`src/rtl/stt_pkg.sv`:
```
// Shared types, token codes and keyword tables for the source text tokenizer.
`timescale 1ns / 1ps

package stt_pkg;

  localparam int unsigned POSITION_BITS_DEF = 16;
  localparam int unsigned KEYWORD_CHARS_DEF = 5;

  // Width of every position, length and line field on the result channel.
  localparam int unsigned FIELD_W = 16;
  localparam int unsigned LINE_W  = 16;

  // Token kinds.
  localparam logic [4:0] KIND_NUMBER  = 5'd0;
  localparam logic [4:0] KIND_FLOAT   = 5'd1;
  localparam logic [4:0] KIND_IDENT   = 5'd2;
  localparam logic [4:0] KIND_LOG     = 5'd3;
  localparam logic [4:0] KIND_WHILE   = 5'd4;
  localparam logic [4:0] KIND_FOR     = 5'd5;
  localparam logic [4:0] KIND_IF      = 5'd6;
  localparam logic [4:0] KIND_ELSE    = 5'd7;
  localparam logic [4:0] KIND_ELIF    = 5'd8;
  localparam logic [4:0] KIND_BOOL    = 5'd9;
  localparam logic [4:0] KIND_STRING  = 5'd10;
  localparam logic [4:0] KIND_PLUS    = 5'd11;
  localparam logic [4:0] KIND_INC     = 5'd12;
  localparam logic [4:0] KIND_MINUS   = 5'd13;
  localparam logic [4:0] KIND_DEC     = 5'd14;
  localparam logic [4:0] KIND_STAR    = 5'd15;
  localparam logic [4:0] KIND_SLASH   = 5'd16;
  localparam logic [4:0] KIND_LPAREN  = 5'd17;
  localparam logic [4:0] KIND_RPAREN  = 5'd18;
  localparam logic [4:0] KIND_LBRACE  = 5'd19;
  localparam logic [4:0] KIND_RBRACE  = 5'd20;
  localparam logic [4:0] KIND_ASSIGN  = 5'd21;
  localparam logic [4:0] KIND_EQ      = 5'd22;
  localparam logic [4:0] KIND_LT      = 5'd23;
  localparam logic [4:0] KIND_LE      = 5'd24;
  localparam logic [4:0] KIND_GT      = 5'd25;
  localparam logic [4:0] KIND_GE      = 5'd26;
  localparam logic [4:0] KIND_SEMI    = 5'd27;
  localparam logic [4:0] KIND_ERROR   = 5'd28;

  // Error codes.
  localparam logic [1:0] ERR_NONE         = 2'd0;
  localparam logic [1:0] ERR_UNEXPECTED   = 2'd1;
  localparam logic [1:0] ERR_ESCAPE       = 2'd2;
  localparam logic [1:0] ERR_UNTERMINATED = 2'd3;

  typedef enum logic [3:0] {
    MODE_IDLE,
    MODE_NUM,
    MODE_NUM_DOT,
    MODE_WORD,
    MODE_STR,
    MODE_STR_ESC,
    MODE_PLUS,
    MODE_MINUS,
    MODE_EQ,
    MODE_LT,
    MODE_GT,
    MODE_SKIP
  } lex_mode_e;

  typedef struct packed {
    logic [4:0]         token_kind;
    logic [FIELD_W-1:0] token_start;
    logic [FIELD_W-1:0] token_length;
    logic [LINE_W-1:0]  line_count;
    logic [1:0]         error_code;
    logic               run_last;
  } res_t;

  // Up to two results caused by one byte, first in stream order.
  typedef struct packed {
    logic [1:0] count;
    res_t       first;
    res_t       second;
  } result_pair_t;

  // Keyword table.
  localparam int unsigned KW_COUNT   = 8;
  localparam int unsigned KW_MAX_LEN = 5;
  localparam int unsigned KW_LEN_W   = 3;

  localparam logic [7:0] KW_CHARS [KW_COUNT][KW_MAX_LEN] = '{
    '{"l", "o", "g", 8'h00, 8'h00},
    '{"w", "h", "i", "l", "e"},
    '{"f", "o", "r", 8'h00, 8'h00},
    '{"i", "f", 8'h00, 8'h00, 8'h00},
    '{"e", "l", "s", "e", 8'h00},
    '{"e", "l", "i", "f", 8'h00},
    '{"t", "r", "u", "e", 8'h00},
    '{"f", "a", "l", "s", "e"}
  };

  localparam logic [KW_LEN_W-1:0] KW_LEN [KW_COUNT] = '{
    3'd3, 3'd5, 3'd3, 3'd2, 3'd4, 3'd4, 3'd4, 3'd5
  };

  localparam logic [4:0] KW_KIND [KW_COUNT] = '{
    KIND_LOG, KIND_WHILE, KIND_FOR, KIND_IF, KIND_ELSE, KIND_ELIF, KIND_BOOL, KIND_BOOL
  };

  // Classifies a finished word. short_word is low when the word is longer than any keyword.
  function automatic logic [4:0] keyword_kind(input logic [KW_MAX_LEN-1:0][7:0] chars,
                                              input logic [KW_LEN_W-1:0] len,
                                              input logic short_word);
    logic [4:0] kind;
    logic       hit;
    kind = KIND_IDENT;
    for (int k = 0; k < KW_COUNT; k++) begin
      hit = short_word && (len == KW_LEN[k]);
      for (int i = 0; i < KW_MAX_LEN; i++) begin
        if ((i < int'(KW_LEN[k])) && (chars[i] != KW_CHARS[k][i])) begin
          hit = 1'b0;
        end
      end
      if (hit) begin
        kind = KW_KIND[k];
      end
    end
    return kind;
  endfunction

endpackage

```
`src/rtl/stt_text_if.sv`:
```
// Request channel carrying source text bytes into the tokenizer.
`timescale 1ns / 1ps

interface stt_text_if;
  logic       valid;
  logic       ready;
  logic [7:0] text_byte;
  logic       end_of_text;

  modport source (output valid, output text_byte, output end_of_text, input ready);
  modport sink (input valid, input text_byte, input end_of_text, output ready);
endinterface

```
`src/rtl/stt_token_if.sv`:
```
// Request channel carrying token results out of the tokenizer.
`timescale 1ns / 1ps

interface stt_token_if;
  logic        valid;
  logic        ready;
  logic [4:0]  token_kind;
  logic [15:0] token_start;
  logic [15:0] token_length;
  logic [15:0] line_count;
  logic [1:0]  error_code;
  logic        run_last;

  modport source (output valid, output token_kind, output token_start, output token_length,
                  output line_count, output error_code, output run_last, input ready);
  modport sink (input valid, input token_kind, input token_start, input token_length,
                input line_count, input error_code, input run_last, output ready);
endinterface

```
`src/rtl/stt_lexer.sv`:
```
// Lexer state and the single-pass byte classification that yields up to two results.
`timescale 1ns / 1ps

module stt_lexer #(
  parameter int unsigned POSITION_BITS = stt_pkg::POSITION_BITS_DEF,
  parameter int unsigned KEYWORD_CHARS = stt_pkg::KEYWORD_CHARS_DEF
) (
  input  logic                  clk_i,
  input  logic                  rst_ni,
  input  logic                  advance_i,
  input  logic [7:0]            text_byte_i,
  input  logic                  end_of_text_i,
  output stt_pkg::result_pair_t results_o
);
  import stt_pkg::*;

  localparam int unsigned IDX_W = $clog2(KEYWORD_CHARS);
  localparam logic [POSITION_BITS-1:0] POS_MAX  = {POSITION_BITS{1'b1}};
  localparam logic [POSITION_BITS-1:0] POS_ONE  = POSITION_BITS'(1);
  localparam logic [POSITION_BITS-1:0] KC_LIMIT = POSITION_BITS'(KEYWORD_CHARS);
  localparam logic [POSITION_BITS-1:0] KW_LIMIT = POSITION_BITS'(KW_MAX_LEN);
  localparam logic [LINE_W-1:0]        LINE_ONE = LINE_W'(1);
  localparam logic [LINE_W-1:0]        LINE_MAX = {LINE_W{1'b1}};
  localparam logic [FIELD_W-1:0]       LEN_ONE  = FIELD_W'(1);
  localparam logic [FIELD_W-1:0]       LEN_TWO  = FIELD_W'(2);

  localparam logic [7:0] CH_QUOTE      = 8'h22;
  localparam logic [7:0] CH_BACKSLASH  = 8'h5C;
  localparam logic [7:0] CH_SEMI       = 8'h3B;
  localparam logic [7:0] CH_DOT        = 8'h2E;
  localparam logic [7:0] CH_UNDERSCORE = 8'h5F;
  localparam logic [7:0] CH_PLUS       = 8'h2B;
  localparam logic [7:0] CH_MINUS      = 8'h2D;
  localparam logic [7:0] CH_EQUAL      = 8'h3D;
  localparam logic [7:0] CH_LESS       = 8'h3C;
  localparam logic [7:0] CH_GREATER    = 8'h3E;
  localparam logic [7:0] CH_STAR       = 8'h2A;
  localparam logic [7:0] CH_SLASH      = 8'h2F;
  localparam logic [7:0] CH_LPAREN     = 8'h28;
  localparam logic [7:0] CH_RPAREN     = 8'h29;
  localparam logic [7:0] CH_LBRACE     = 8'h7B;
  localparam logic [7:0] CH_RBRACE     = 8'h7D;

  typedef struct packed {
    logic valid;
    res_t res;
  } cand_t;

  function automatic logic is_digit(input logic [7:0] ch);
    return ch inside {["0":"9"]};
  endfunction

  function automatic logic is_alpha(input logic [7:0] ch);
    return ch inside {["a":"z"], ["A":"Z"]};
  endfunction

  function automatic logic is_space(input logic [7:0] ch);
    return ch inside {8'h20, [8'h09:8'h0D]};
  endfunction

  function automatic cand_t make_token(input logic [4:0] kind, input logic [FIELD_W-1:0] start,
                                       input logic [FIELD_W-1:0] len, input logic [1:0] err);
    cand_t t;
    t = '0;
    t.valid = 1'b1;
    t.res.token_kind = kind;
    t.res.token_start = start;
    t.res.token_length = len;
    t.res.error_code = err;
    return t;
  endfunction

  // Result for a token that is still open when a byte ends it.
  function automatic cand_t flush_token(input lex_mode_e mode, input logic [FIELD_W-1:0] start,
                                        input logic [FIELD_W-1:0] len, input logic [4:0] wkind);
    cand_t t;
    t = '0;
    case (mode)
      MODE_NUM:     t = make_token(KIND_NUMBER, start, len, ERR_NONE);
      MODE_NUM_DOT: t = make_token(KIND_FLOAT, start, len, ERR_NONE);
      MODE_WORD:    t = make_token(wkind, start, len, ERR_NONE);
      MODE_PLUS:    t = make_token(KIND_PLUS, start, LEN_ONE, ERR_NONE);
      MODE_MINUS:   t = make_token(KIND_MINUS, start, LEN_ONE, ERR_NONE);
      MODE_EQ:      t = make_token(KIND_ASSIGN, start, LEN_ONE, ERR_NONE);
      MODE_LT:      t = make_token(KIND_LT, start, LEN_ONE, ERR_NONE);
      MODE_GT:      t = make_token(KIND_GT, start, LEN_ONE, ERR_NONE);
      default:      t = '0;
    endcase
    return t;
  endfunction

  logic [7:0] ch;
  assign ch = text_byte_i;

  lex_mode_e                mode_q, mode_d, mode_n;
  logic [POSITION_BITS-1:0] start_q, start_d, start_n;
  logic [POSITION_BITS-1:0] span_q, span_d, span_n, span_inc;
  logic [POSITION_BITS-1:0] pos_q, pos_d;
  logic [LINE_W-1:0]        line_q, line_d, line_n;
  logic                     too_long_q, too_long_d, too_long_n;
  logic [7:0]               word_q [KEYWORD_CHARS];
  logic                     wr_en;
  logic [IDX_W-1:0]         wr_idx;
  logic                     opens;
  logic                     fall;
  logic                     idle_go;

  logic [KW_MAX_LEN-1:0][7:0] chars_now, chars_end;
  logic [4:0]                 kind_now, kind_end;
  cand_t                      cand_a, cand_b, cand_e;
  logic [1:0]                 total;

  // A byte that does not extend the open token closes it and is then lexed from idle.
  always_comb begin
    fall = 1'b0;
    idle_go = 1'b0;
    case (mode_q)
      MODE_IDLE:    idle_go = 1'b1;
      MODE_NUM:     fall = !(is_digit(ch) || (ch == CH_DOT));
      MODE_NUM_DOT: fall = !is_digit(ch);
      MODE_WORD:    fall = !(is_alpha(ch) || is_digit(ch) || (ch == CH_UNDERSCORE));
      MODE_PLUS:    fall = (ch != CH_PLUS);
      MODE_MINUS:   fall = (ch != CH_MINUS);
      MODE_EQ, MODE_LT, MODE_GT: fall = (ch != CH_EQUAL);
      default:      fall = 1'b0;
    endcase
    if (fall) begin
      idle_go = 1'b1;
    end
  end

  // Next state.
  always_comb begin
    span_inc = (span_q == POS_MAX) ? span_q : span_q + POS_ONE;
    mode_n = mode_q;
    start_n = start_q;
    span_n = span_q;
    too_long_n = too_long_q;
    line_n = line_q;
    wr_en = 1'b0;
    wr_idx = '0;
    opens = 1'b0;
    case (mode_q)
      MODE_NUM, MODE_NUM_DOT: begin
        if (!fall) begin
          span_n = span_inc;
          if (ch == CH_DOT) begin
            mode_n = MODE_NUM_DOT;
          end
        end
      end
      MODE_WORD: begin
        if (!fall) begin
          if (span_q < KC_LIMIT) begin
            wr_en = 1'b1;
            wr_idx = span_q[IDX_W-1:0];
          end else begin
            too_long_n = 1'b1;
          end
          span_n = span_inc;
        end
      end
      MODE_STR: begin
        span_n = span_inc;
        if (ch == CH_QUOTE) begin
          mode_n = MODE_IDLE;
        end else if (ch == CH_BACKSLASH) begin
          mode_n = MODE_STR_ESC;
        end
      end
      MODE_STR_ESC: begin
        span_n = span_inc;
        mode_n = ((ch == CH_QUOTE) || (ch == CH_BACKSLASH)) ? MODE_STR : MODE_SKIP;
      end
      MODE_PLUS, MODE_MINUS, MODE_EQ, MODE_LT, MODE_GT: mode_n = MODE_IDLE;
      default: ;
    endcase
    if (fall) begin
      mode_n = MODE_IDLE;
    end
    if (idle_go && !is_space(ch)) begin
      if (is_digit(ch)) begin
        mode_n = MODE_NUM;
        opens = 1'b1;
      end else if (is_alpha(ch)) begin
        mode_n = MODE_WORD;
        opens = 1'b1;
        too_long_n = 1'b0;
        wr_en = 1'b1;
        wr_idx = '0;
      end else begin
        case (ch)
          CH_QUOTE: begin
            mode_n = MODE_STR;
            opens = 1'b1;
          end
          CH_PLUS: begin
            mode_n = MODE_PLUS;
            opens = 1'b1;
          end
          CH_MINUS: begin
            mode_n = MODE_MINUS;
            opens = 1'b1;
          end
          CH_EQUAL: begin
            mode_n = MODE_EQ;
            opens = 1'b1;
          end
          CH_LESS: begin
            mode_n = MODE_LT;
            opens = 1'b1;
          end
          CH_GREATER: begin
            mode_n = MODE_GT;
            opens = 1'b1;
          end
          CH_STAR, CH_SLASH, CH_LPAREN, CH_RPAREN, CH_LBRACE, CH_RBRACE: ;
          CH_SEMI: begin
            if (line_q != LINE_MAX) begin
              line_n = line_q + LINE_ONE;
            end
          end
          default: mode_n = MODE_SKIP;
        endcase
      end
      if (opens) begin
        start_n = pos_q;
        span_n = POS_ONE;
      end
    end

    // The last byte of the text returns everything to its reset value.
    if (end_of_text_i) begin
      mode_d = MODE_IDLE;
      start_d = '0;
      span_d = '0;
      pos_d = '0;
      line_d = LINE_ONE;
      too_long_d = 1'b0;
    end else begin
      mode_d = mode_n;
      start_d = start_n;
      span_d = span_n;
      pos_d = (pos_q == POS_MAX) ? pos_q : pos_q + POS_ONE;
      line_d = line_n;
      too_long_d = too_long_n;
    end
  end

  // Keyword lookup on the word as it stands now and as it stands after this byte.
  always_comb begin
    for (int i = 0; i < KW_MAX_LEN; i++) begin
      chars_now[i] = word_q[i];
      chars_end[i] = (wr_en && (wr_idx == IDX_W'(i))) ? ch : word_q[i];
    end
    kind_now = keyword_kind(chars_now, span_q[KW_LEN_W-1:0],
                            !too_long_q && (span_q <= KW_LIMIT));
    kind_end = keyword_kind(chars_end, span_n[KW_LEN_W-1:0],
                            !too_long_n && (span_n <= KW_LIMIT));
  end

  // Outputs: results from the open token, from the byte itself, and from the end of text.
  always_comb begin
    cand_a = '0;
    cand_b = '0;
    cand_e = '0;
    case (mode_q)
      MODE_STR: begin
        if (ch == CH_QUOTE) begin
          cand_a = make_token(KIND_STRING, FIELD_W'(start_q), FIELD_W'(span_inc), ERR_NONE);
        end
      end
      MODE_STR_ESC: begin
        if ((ch != CH_QUOTE) && (ch != CH_BACKSLASH)) begin
          cand_a = make_token(KIND_ERROR, FIELD_W'(pos_q), LEN_ONE, ERR_ESCAPE);
        end
      end
      MODE_PLUS: begin
        if (!fall) cand_a = make_token(KIND_INC, FIELD_W'(start_q), LEN_TWO, ERR_NONE);
      end
      MODE_MINUS: begin
        if (!fall) cand_a = make_token(KIND_DEC, FIELD_W'(start_q), LEN_TWO, ERR_NONE);
      end
      MODE_EQ: begin
        if (!fall) cand_a = make_token(KIND_EQ, FIELD_W'(start_q), LEN_TWO, ERR_NONE);
      end
      MODE_LT: begin
        if (!fall) cand_a = make_token(KIND_LE, FIELD_W'(start_q), LEN_TWO, ERR_NONE);
      end
      MODE_GT: begin
        if (!fall) cand_a = make_token(KIND_GE, FIELD_W'(start_q), LEN_TWO, ERR_NONE);
      end
      default: ;
    endcase
    if (fall) begin
      cand_a = flush_token(mode_q, FIELD_W'(start_q), FIELD_W'(span_q), kind_now);
    end

    if (idle_go) begin
      case (ch)
        CH_STAR:   cand_b = make_token(KIND_STAR, FIELD_W'(pos_q), LEN_ONE, ERR_NONE);
        CH_SLASH:  cand_b = make_token(KIND_SLASH, FIELD_W'(pos_q), LEN_ONE, ERR_NONE);
        CH_LPAREN: cand_b = make_token(KIND_LPAREN, FIELD_W'(pos_q), LEN_ONE, ERR_NONE);
        CH_RPAREN: cand_b = make_token(KIND_RPAREN, FIELD_W'(pos_q), LEN_ONE, ERR_NONE);
        CH_LBRACE: cand_b = make_token(KIND_LBRACE, FIELD_W'(pos_q), LEN_ONE, ERR_NONE);
        CH_RBRACE: cand_b = make_token(KIND_RBRACE, FIELD_W'(pos_q), LEN_ONE, ERR_NONE);
        CH_SEMI:   cand_b = make_token(KIND_SEMI, FIELD_W'(pos_q), LEN_ONE, ERR_NONE);
        CH_QUOTE, CH_PLUS, CH_MINUS, CH_EQUAL, CH_LESS, CH_GREATER: ;
        default: begin
          if (!is_space(ch) && !is_digit(ch) && !is_alpha(ch)) begin
            cand_b = make_token(KIND_ERROR, FIELD_W'(pos_q), LEN_ONE, ERR_UNEXPECTED);
          end
        end
      endcase
    end

    if (end_of_text_i) begin
      if ((mode_n == MODE_STR) || (mode_n == MODE_STR_ESC)) begin
        cand_e = make_token(KIND_ERROR, FIELD_W'(start_n), FIELD_W'(span_n), ERR_UNTERMINATED);
      end else begin
        cand_e = flush_token(mode_n, FIELD_W'(start_n), FIELD_W'(span_n), kind_end);
      end
    end

    total = 2'({1'b0, cand_a.valid} + {1'b0, cand_b.valid} + {1'b0, cand_e.valid});
    results_o.count = (total > 2'd2) ? 2'd2 : total;
    results_o.first = cand_a.valid ? cand_a.res : (cand_b.valid ? cand_b.res : cand_e.res);
    results_o.second = cand_a.valid ? (cand_b.valid ? cand_b.res : cand_e.res) : cand_e.res;
    // Every result of one byte carries the line count from before the byte.
    results_o.first.line_count = line_q;
    results_o.second.line_count = line_q;
    results_o.first.run_last = (results_o.count == 2'd1);
    results_o.second.run_last = 1'b1;
  end

  always_ff @(posedge clk_i or negedge rst_ni) begin
    if (!rst_ni) begin
      mode_q <= MODE_IDLE;
      start_q <= '0;
      span_q <= '0;
      pos_q <= '0;
      line_q <= LINE_ONE;
      too_long_q <= 1'b0;
    end else if (advance_i) begin
      mode_q <= mode_d;
      start_q <= start_d;
      span_q <= span_d;
      pos_q <= pos_d;
      line_q <= line_d;
      too_long_q <= too_long_d;
    end
  end

  always_ff @(posedge clk_i) begin
    if (advance_i && wr_en) begin
      word_q[wr_idx] <= ch;
    end
  end

  a_text_end_clears: assert property (@(posedge clk_i) disable iff (!rst_ni)
    advance_i && end_of_text_i |=> (mode_q == MODE_IDLE) && (pos_q == '0) && (line_q == LINE_ONE))
    else $error("lexer state not cleared after the last byte of the text");

  a_skip_silent: assert property (@(posedge clk_i) disable iff (!rst_ni)
    (mode_q == MODE_SKIP) |-> (results_o.count == 2'd0))
    else $error("result produced while skipping after an error");

  a_line_nonzero: assert property (@(posedge clk_i) disable iff (!rst_ni)
    line_q != '0)
    else $error("line counter reached zero");

endmodule

```
`src/rtl/stt_result_queue.sv`:
```
// Two-entry result register that presents token results one per request.
`timescale 1ns / 1ps

module stt_result_queue (
  input  logic                  clk_i,
  input  logic                  rst_ni,
  input  logic                  push_i,
  input  stt_pkg::result_pair_t results_i,
  output logic                  room_o,
  stt_token_if.source           token_o
);
  import stt_pkg::*;

  logic [1:0] cnt_q, cnt_d;
  res_t       head_q, head_d;
  res_t       tail_q, tail_d;
  logic       pop;

  assign pop = token_o.valid && token_o.ready;
  // A new pair is loaded only when the queue is empty by the end of this cycle.
  assign room_o = (cnt_q == 2'd0) || ((cnt_q == 2'd1) && pop);

  always_comb begin
    cnt_d = cnt_q;
    head_d = head_q;
    tail_d = tail_q;
    if (push_i) begin
      head_d = results_i.first;
      tail_d = results_i.second;
      cnt_d = results_i.count;
    end else if (pop) begin
      head_d = tail_q;
      cnt_d = cnt_q - 2'd1;
    end
  end

  always_ff @(posedge clk_i or negedge rst_ni) begin
    if (!rst_ni) begin
      cnt_q <= 2'd0;
    end else begin
      cnt_q <= cnt_d;
    end
  end

  always_ff @(posedge clk_i) begin
    head_q <= head_d;
    tail_q <= tail_d;
  end

  assign token_o.valid = (cnt_q != 2'd0);
  assign token_o.token_kind = head_q.token_kind;
  assign token_o.token_start = head_q.token_start;
  assign token_o.token_length = head_q.token_length;
  assign token_o.line_count = head_q.line_count;
  assign token_o.error_code = head_q.error_code;
  assign token_o.run_last = head_q.run_last;

  a_count_bound: assert property (@(posedge clk_i) disable iff (!rst_ni)
    cnt_q <= 2'd2)
    else $error("result queue holds more than two entries");

  a_pair_kept: assert property (@(posedge clk_i) disable iff (!rst_ni)
    push_i && (results_i.count == 2'd2) |=> (cnt_q == 2'd2) && !head_q.run_last)
    else $error("pair of results not held in order");

endmodule

```
`src/rtl/source_text_tokenizer.sv`:
```
// Top level of the streaming source text tokenizer.
`timescale 1ns / 1ps

// Streaming tokenizer: source text enters one byte per request on text_i, with
// end_of_text set on the final byte, and tokens leave on token_o as kind, start
// offset, span length, line number and error code. A token that the next byte
// could still extend is reported when that byte arrives, or at the end of the
// text, so a byte causes zero, one or two results; run_last marks the final
// result of each byte. The block takes one byte per cycle as long as each byte
// causes at most one result and the sink keeps up: a byte sits in the input
// register, is lexed in a single pass against the lexer state, and its results
// load the two-entry result register that drives token_o. A byte that causes
// two results holds up the next byte, since the next byte is lexed only once the
// result register is empty by the end of the cycle. text_i.ready follows
// token_o.ready within the same cycle. After an error every byte up to the end
// of the text is dropped, and after the final byte all counters, including the
// line number that each ';' advances, return to their reset values. No clearing
// pass is needed after reset.

module source_text_tokenizer #(
  parameter int unsigned POSITION_BITS = stt_pkg::POSITION_BITS_DEF,
  parameter int unsigned KEYWORD_CHARS = stt_pkg::KEYWORD_CHARS_DEF
) (
  input  logic        clk_i,
  input  logic        rst_ni,
  stt_text_if.sink    text_i,
  stt_token_if.source token_o
);
  import stt_pkg::*;

  logic         in_valid_q, in_valid_d;
  logic [7:0]   byte_q;
  logic         last_q;
  logic         advance;
  logic         room;
  result_pair_t results;

  // The held byte is lexed as soon as the result register can take its results.
  assign advance = in_valid_q && room;
  assign text_i.ready = !in_valid_q || advance;

  always_comb begin
    if (text_i.valid && text_i.ready) begin
      in_valid_d = 1'b1;
    end else if (advance) begin
      in_valid_d = 1'b0;
    end else begin
      in_valid_d = in_valid_q;
    end
  end

  always_ff @(posedge clk_i or negedge rst_ni) begin
    if (!rst_ni) begin
      in_valid_q <= 1'b0;
    end else begin
      in_valid_q <= in_valid_d;
    end
  end

  always_ff @(posedge clk_i) begin
    if (text_i.valid && text_i.ready) begin
      byte_q <= text_i.text_byte;
      last_q <= text_i.end_of_text;
    end
  end

  stt_lexer #(
    .POSITION_BITS(POSITION_BITS),
    .KEYWORD_CHARS(KEYWORD_CHARS)
  ) u_lexer (
    .clk_i         (clk_i),
    .rst_ni        (rst_ni),
    .advance_i     (advance),
    .text_byte_i   (byte_q),
    .end_of_text_i (last_q),
    .results_o     (results)
  );

  stt_result_queue u_queue (
    .clk_i     (clk_i),
    .rst_ni    (rst_ni),
    .push_i    (advance),
    .results_i (results),
    .room_o    (room),
    .token_o   (token_o)
  );

endmodule

```
`src/flat_wrapper.sv`:
```
// flat-port wrapper written by rule: the top's interface ports become plain ports
module source_text_tokenizer_flat import stt_pkg::*;
#(
  parameter int unsigned POSITION_BITS = stt_pkg::POSITION_BITS_DEF,
  parameter int unsigned KEYWORD_CHARS = stt_pkg::KEYWORD_CHARS_DEF
)
  (clk_i, rst_ni, text_i_valid, text_i_text_byte, text_i_end_of_text, text_i_ready, token_o_valid, token_o_token_kind, token_o_token_start, token_o_token_length, token_o_line_count, token_o_error_code, token_o_run_last, token_o_ready);
  stt_text_if text_i_i ();
  stt_token_if token_o_i ();
  input  logic clk_i;
  input  logic rst_ni;
  input wire logic [$bits(text_i_i.valid)-1:0] text_i_valid;
  input wire logic [$bits(text_i_i.text_byte)-1:0] text_i_text_byte;
  input wire logic [$bits(text_i_i.end_of_text)-1:0] text_i_end_of_text;
  output wire logic [$bits(text_i_i.ready)-1:0] text_i_ready;
  output wire logic [$bits(token_o_i.valid)-1:0] token_o_valid;
  output wire logic [$bits(token_o_i.token_kind)-1:0] token_o_token_kind;
  output wire logic [$bits(token_o_i.token_start)-1:0] token_o_token_start;
  output wire logic [$bits(token_o_i.token_length)-1:0] token_o_token_length;
  output wire logic [$bits(token_o_i.line_count)-1:0] token_o_line_count;
  output wire logic [$bits(token_o_i.error_code)-1:0] token_o_error_code;
  output wire logic [$bits(token_o_i.run_last)-1:0] token_o_run_last;
  input wire logic [$bits(token_o_i.ready)-1:0] token_o_ready;
  assign text_i_i.valid = text_i_valid;
  assign text_i_i.text_byte = text_i_text_byte;
  assign text_i_i.end_of_text = text_i_end_of_text;
  assign text_i_ready = text_i_i.ready;
  assign token_o_valid = token_o_i.valid;
  assign token_o_token_kind = token_o_i.token_kind;
  assign token_o_token_start = token_o_i.token_start;
  assign token_o_token_length = token_o_i.token_length;
  assign token_o_line_count = token_o_i.line_count;
  assign token_o_error_code = token_o_i.error_code;
  assign token_o_run_last = token_o_i.run_last;
  assign token_o_i.ready = token_o_ready;
  source_text_tokenizer #(.POSITION_BITS(POSITION_BITS), .KEYWORD_CHARS(KEYWORD_CHARS)) u_core (.clk_i(clk_i), .rst_ni(rst_ni), .text_i(text_i_i), .token_o(token_o_i));
endmodule
```
`config.mk`:
```
export PLATFORM = sky130hd
export DESIGN_NAME = source_text_tokenizer_flat
export DESIGN_NICKNAME = d
export VERILOG_FILES = /design/src/rtl/stt_pkg.sv /design/src/rtl/stt_text_if.sv /design/src/rtl/stt_token_if.sv /design/src/rtl/stt_lexer.sv /design/src/rtl/stt_result_queue.sv /design/src/rtl/source_text_tokenizer.sv /design/src/flat_wrapper.sv
export SDC_FILE = /design/constraint.sdc
export NUM_CORES = 1
export LEC_CHECK = 0
export ABC_AREA = 1
export ABC_CLOCK_PERIOD_IN_PS = 4200
export BUFFER_PORTS_ARGS = -buffer_cell sky130_fd_sc_hd__buf_2
export CORE_MARGIN = 2
export CORE_UTILIZATION = 43
export DETAILED_ROUTE_END_ITERATION = 10
export SLEW_MARGIN = 5
export SYNTH_ARGS = -nofsm -noshare
export SYNTH_HDL_FRONTEND = slang
export SYNTH_SLANG_ARGS = --single-unit
```
`constraint.sdc`:
```
create_clock -name clk_i -period 4.2 [get_ports clk_i]
set_input_delay 0.42 -clock clk_i [delete_from_list [all_inputs] [get_ports clk_i]]
set_output_delay 0.42 -clock clk_i [all_outputs]
set_load 0.05 [all_outputs]
```
==> results <==
- After clock tree synthesis, the clock-pin slew on the worst setup and hold paths is 0.06 ns.
- The post-layout net count is 2047.
- Setup repair after global routing could not meet its margin everywhere.
- After floorplanning, the core was divided into 67 placement rows.
- The net count after synthesis is 1938.
- The via count of the first global-routing pass is approximately 13k.
- Of all flip-flops after synthesis, the portion carrying an async set or reset was 31.03%.
- In the routed design, unresolved DRC markers number 0.
- After layout, the worst setup slack is 0.3647 ns.
- The worst stage delay on the critical path is approximately 0.50 ns.
- The layer carrying the most global-route usage is met2.
- In this run the power density over the cells is 885.2 nW/um^2.
- The flow ran to the end, and the final reports show no timing, DRC or antenna violations.
- The synthesized design contains 160 enable-type register cells.
- The highest achievable clock rate is 260.7 MHz.
- The met1 routing resource usage after global routing is 34.16%.
- The via count is 13.38k.
- By instance count, the cell type seen most on the critical path is sky130_fd_sc_hd__nand2_1.
- Setup violations remaining at the end of the flow were counted as 0.
- The total core area is roughly 33000 sq um.
- The worst setup path is launched from a register.
- The count of cell types in the netlist is 65.
- The final max-slew violation count is 0.
- The TritonCTS clock tree is done.
- The global route total overflow is 0.
- At the end of the flow the core is filled with cells to 49.88%.
- The die area is about 35000 sq um.
- The final layout contains routed wiring with a total length of about 45000 um.
- Once detail routing completed, the nets flagged for antenna violations numbered 0.
- The number of buffers added on ports is 70.
- The via density per instance is between 5 and 6.
- The fraction of power spent switching nets is 50.47%.
- The kind of critical path is register to register.
- Routability-driven placement finished with a final weighted congestion of about 1.
- The number of antenna violations at the first check in global routing is 0.
- The number of flip-flops and latches in the synthesized netlist is 232.
- The repair_antennas step left the layout with diodes totalling 0.
- In the global route stage, met2 resource usage came out at a little over two fifths.
- The fraction of final layout cells with drive strength greater than 1 is roughly 14%.
- The max capacitance violation total is 0.
- The global-route track usage on met3 is 3.294%.
- STA puts the critical path data required time at around 4.5 ns.
- The cell area after synthesis is 14550 sq um.
- The worst min-delay path class is input pin to register.
- Across all hold checks on the routed design, the worst slack comes to between 0.03 and 0.04 ns.
- The average size of a mapped cell is 7.601 sq um.
- For the final database, setup skew stands at 0.01482 ns.
- In the layout the commonest cells are sky130_fd_sc_hd__nand2_1, sky130_fd_sc_hd__inv_1, sky130_fd_sc_hd__nor2_1, sky130_fd_sc_hd__edfxtp_1, sky130_fd_sc_hd__o21ai_0.
- The first-pass GRT wire length is 71460 um.
- The design area is 16680 sq um.
- The number of levels in the clock H-tree is 1.
- 71 I/O pins were placed.
- The post-placement setup slack is 0.1378 ns.
- The share of power burned in the clock network is approximately 15%.
- The gate count of the mapped netlist is 1914.
- The internal reg-to-reg setup slack is 0.36 ns.
- The violation count after the first detailed-route iteration is 993.
- The clock period could shrink to roughly 3.8 ns.
- The cell count after placement is around 2.4k.
- Measured along the x axis, the die boundary spans around 190 um.
- In this run the clock root is driven by a sky130_fd_sc_hd__clkbuf_16.
- The number of standard cells in the final layout excluding fillers is 2491.
- Counting along the longest clock path gives a buffer depth of 3.
- The sequential share of the synthesized area is 45.42%.
- The internal power consumption is 7.316 mW.
- Across the VDD grid, the largest voltage drop is 0.0004924 V.
- The hold violation count in the final report is 0.
- The die is approximately 190 um tall.
- The insertion delay to the later sink of the worst-skew pair is around 0.57 ns.
- The clock drives 232 sinks.
- In this run the power spent charging and discharging nets is 7.454 mW.
- The kind of end point of the critical path is a register.
- The CTS buffer count is 27.
- The final worst-path cycle share is between 90% and 100%.
- For this configuration, the core starts out at a cell density of 43.49%.
- The first detailed-routing pass ran for 5 iterations.
- The Yosys step of the flow raised 0 warnings.
- The largest individual stage delay along the critical path comes from the cell sky130_fd_sc_hd__nor2_2.
- The post-detailed-placement cell area is 15510 sq um.
- The growth of design area from synthesis to finish is 14.69%.
- STA puts the critical path data arrival time at slightly above 4 ns.
- The max-slew headroom at the worst pin is 31.66%.
- The most common library cell in the layout ignoring fill and taps is sky130_fd_sc_hd__nand2_1.
- The analysis attributes to cell leakage a power of 7.440 nW.
- Combinational logic burns 57.6% of the power.
- The routed length per placed instance is ~18 um.
- The slew at the pin closest to its max-slew limit is between 1 and 1.5 ns.
- Entering global routing, the biggest net connects 114 pins.
- The worst-path maximum fanout is 14.
- Registers are responsible for 27.0% of the overall power.
- Global routing used 25.50% of the available tracks across all layers.
- Among all flip-flop cells after synthesis, the most frequent one is sky130_fd_sc_hd__edfxtp_1.
- The half-perimeter wire length of the detailed placement result is about 33000 um.
## Yosys cell counts, types with 6 or more instances
cell / count / share of area (%)
sky130_fd_sc_hd__nor2_1: 220 / 5.7
sky130_fd_sc_hd__nand2_2: 21 / 0.90
sky130_fd_sc_hd__nand3_1: 124 / 4.3
sky130_fd_sc_hd__inv_1: 269 / 6.9
sky130_fd_sc_hd__nand3_2: 10 / 0.69
sky130_fd_sc_hd__nand4_1: 46 / 2.0
sky130_fd_sc_hd__a32oi_1: 8 / 0.48
sky130_fd_sc_hd__nand2_1: 459 / 12
sky130_fd_sc_hd__buf_4: 6 / 0.31
sky130_fd_sc_hd__nor3_1: 43 / 1.5
sky130_fd_sc_hd__ha_1: 10 / 0.86
sky130_fd_sc_hd__nor2_2: 13 / 0.56
sky130_fd_sc_hd__a21oi_1: 77 / 2.6
sky130_fd_sc_hd__o21ai_0: 139 / 4.8
sky130_fd_sc_hd__o22ai_1: 54 / 2.3
sky130_fd_sc_hd__buf_2: 11 / 0.38
sky130_fd_sc_hd__edfxtp_1: 160 / 33
sky130_fd_sc_hd__o22a_1: 11 / 0.66
sky130_fd_sc_hd__dfrtp_1: 71 / 12
sky130_fd_sc_hd__o21ai_1: 7 / 0.24
sky130_fd_sc_hd__nor4_1: 13 / 0.56
sky130_fd_sc_hd__inv_2: 21 / 0.54
sky130_fd_sc_hd__clkbuf_1: 39 / 1.0
sky130_fd_sc_hd__nand2_4: 6 / 0.46
## cell type report
cell class | instances | area, sq um
Clock buffer | 35 | 715.7
Clock inverter | 14 | 140.1
Fill cell | 3301 | 16760
Inverter | 297 | 1119
Multi-Input combinational cell | 1322 | 6598
Sequential cell | 232 | 6610
Tap cell | 448 | 560.5
Timing Repair Buffer | 143 | 942.2
## logic make-up (layout without fill, tap and decap cells)
logic type	count (synthesis)	after routing	synth area share [%]
XOR/XNOR	3	3	0.1806
buffers and inverters	361	489	9.796
adder cells (fa/ha/maj)	11	11	0.9977
flip-flops	232	232	45.42
AND/OR/NAND/NOR	976	977	30.42
AO/OA/AOI/OAI	331	331	13.18
## through the flow
| step | setup TNS (ns) | power [mW] |
|---|---|---|
| after floorplan | 0 | 9.801 |
| after CTS | 0 | 14.50 |
| after global routing | -0.02028 | 15.85 |
| after detailed placement | 0 | 12.16 |
| after global placement | 0 | 12.09 |
| final | 0 | 14.77 |
## power groups by stage
stage               Clock (mW)  Sequential, mW  Combinational [mW]
finish                    2.28            3.98                8.51
global route              2.42            4.06                9.37
CTS                       2.34            3.99                8.17
detailed placement           0            4.03                8.13
global placement             0            4.02                8.07
floorplan                    0            4.94                4.86
## per-layer routing
metal	wire (um)	vias up
li1	-	6611
met1	20010	6241
met2	21140	436
met3	2639	94
met4	1435	0
met5	0	-
## state kept, by name, indices dropped and copies added, names as in the netlist
register,count
u_core.u_lexer.mode_q,4
u_core.u_lexer.pos_q,16
u_core.u_queue.token_o.line_count,16
u_core.u_queue.tail_q,55
u_core.last_q,1
u_core.u_lexer.line_q,16
u_core.u_lexer.span_q,16
u_core.u_queue.token_o.error_code,2
u_core.u_queue.token_o.token_length,16
u_core.u_lexer.too_long_q,1
u_core.u_queue.cnt_q,2
u_core.u_lexer.word_q,40
u_core.u_lexer.start_q,16
u_core.u_queue.token_o.token_start,16
u_core.u_queue.token_o.run_last,1
u_core.u_queue.token_o.token_kind,5
u_core.byte_q,8
u_core.in_valid_q,1
## repair_timing
action	4_1_cts	5_1_grt
hold endpoints to repair	37	0
hold buffers	1	0
buffers inserted	0	29
gates resized for setup	0	22
setup endpoints to repair	0	39
## worst paths after layout
path                                          startpoint                              endpoint  depth (start not counted)
worst max-delay path            u_core.u_lexer.mode_q[3]  u_core.u_queue.token_o.token_kind[1]                         25
worst min-delay path                 text_i_text_byte[3]                      u_core.byte_q[3]                          1
worst max register to register  u_core.u_lexer.mode_q[3]  u_core.u_queue.token_o.token_kind[1]                         25
worst min register to register  u_core.u_lexer.line_q[5]              u_core.u_queue.tail_q[8]                          0
max in group asynchronous                         rst_ni              u_core.u_lexer.span_q[1]                          3
min in group asynchronous                         rst_ni             u_core.u_lexer.line_q[11]                          2
## worst max-delay path: cells and delay by family (launching register included)
family          cells  cell delay [ns]
flops               1             0.43
buf+inv             5             0.71
simple gates       18             2.24
compound gates      2             0.22
(Power assumes the default switching activity.)
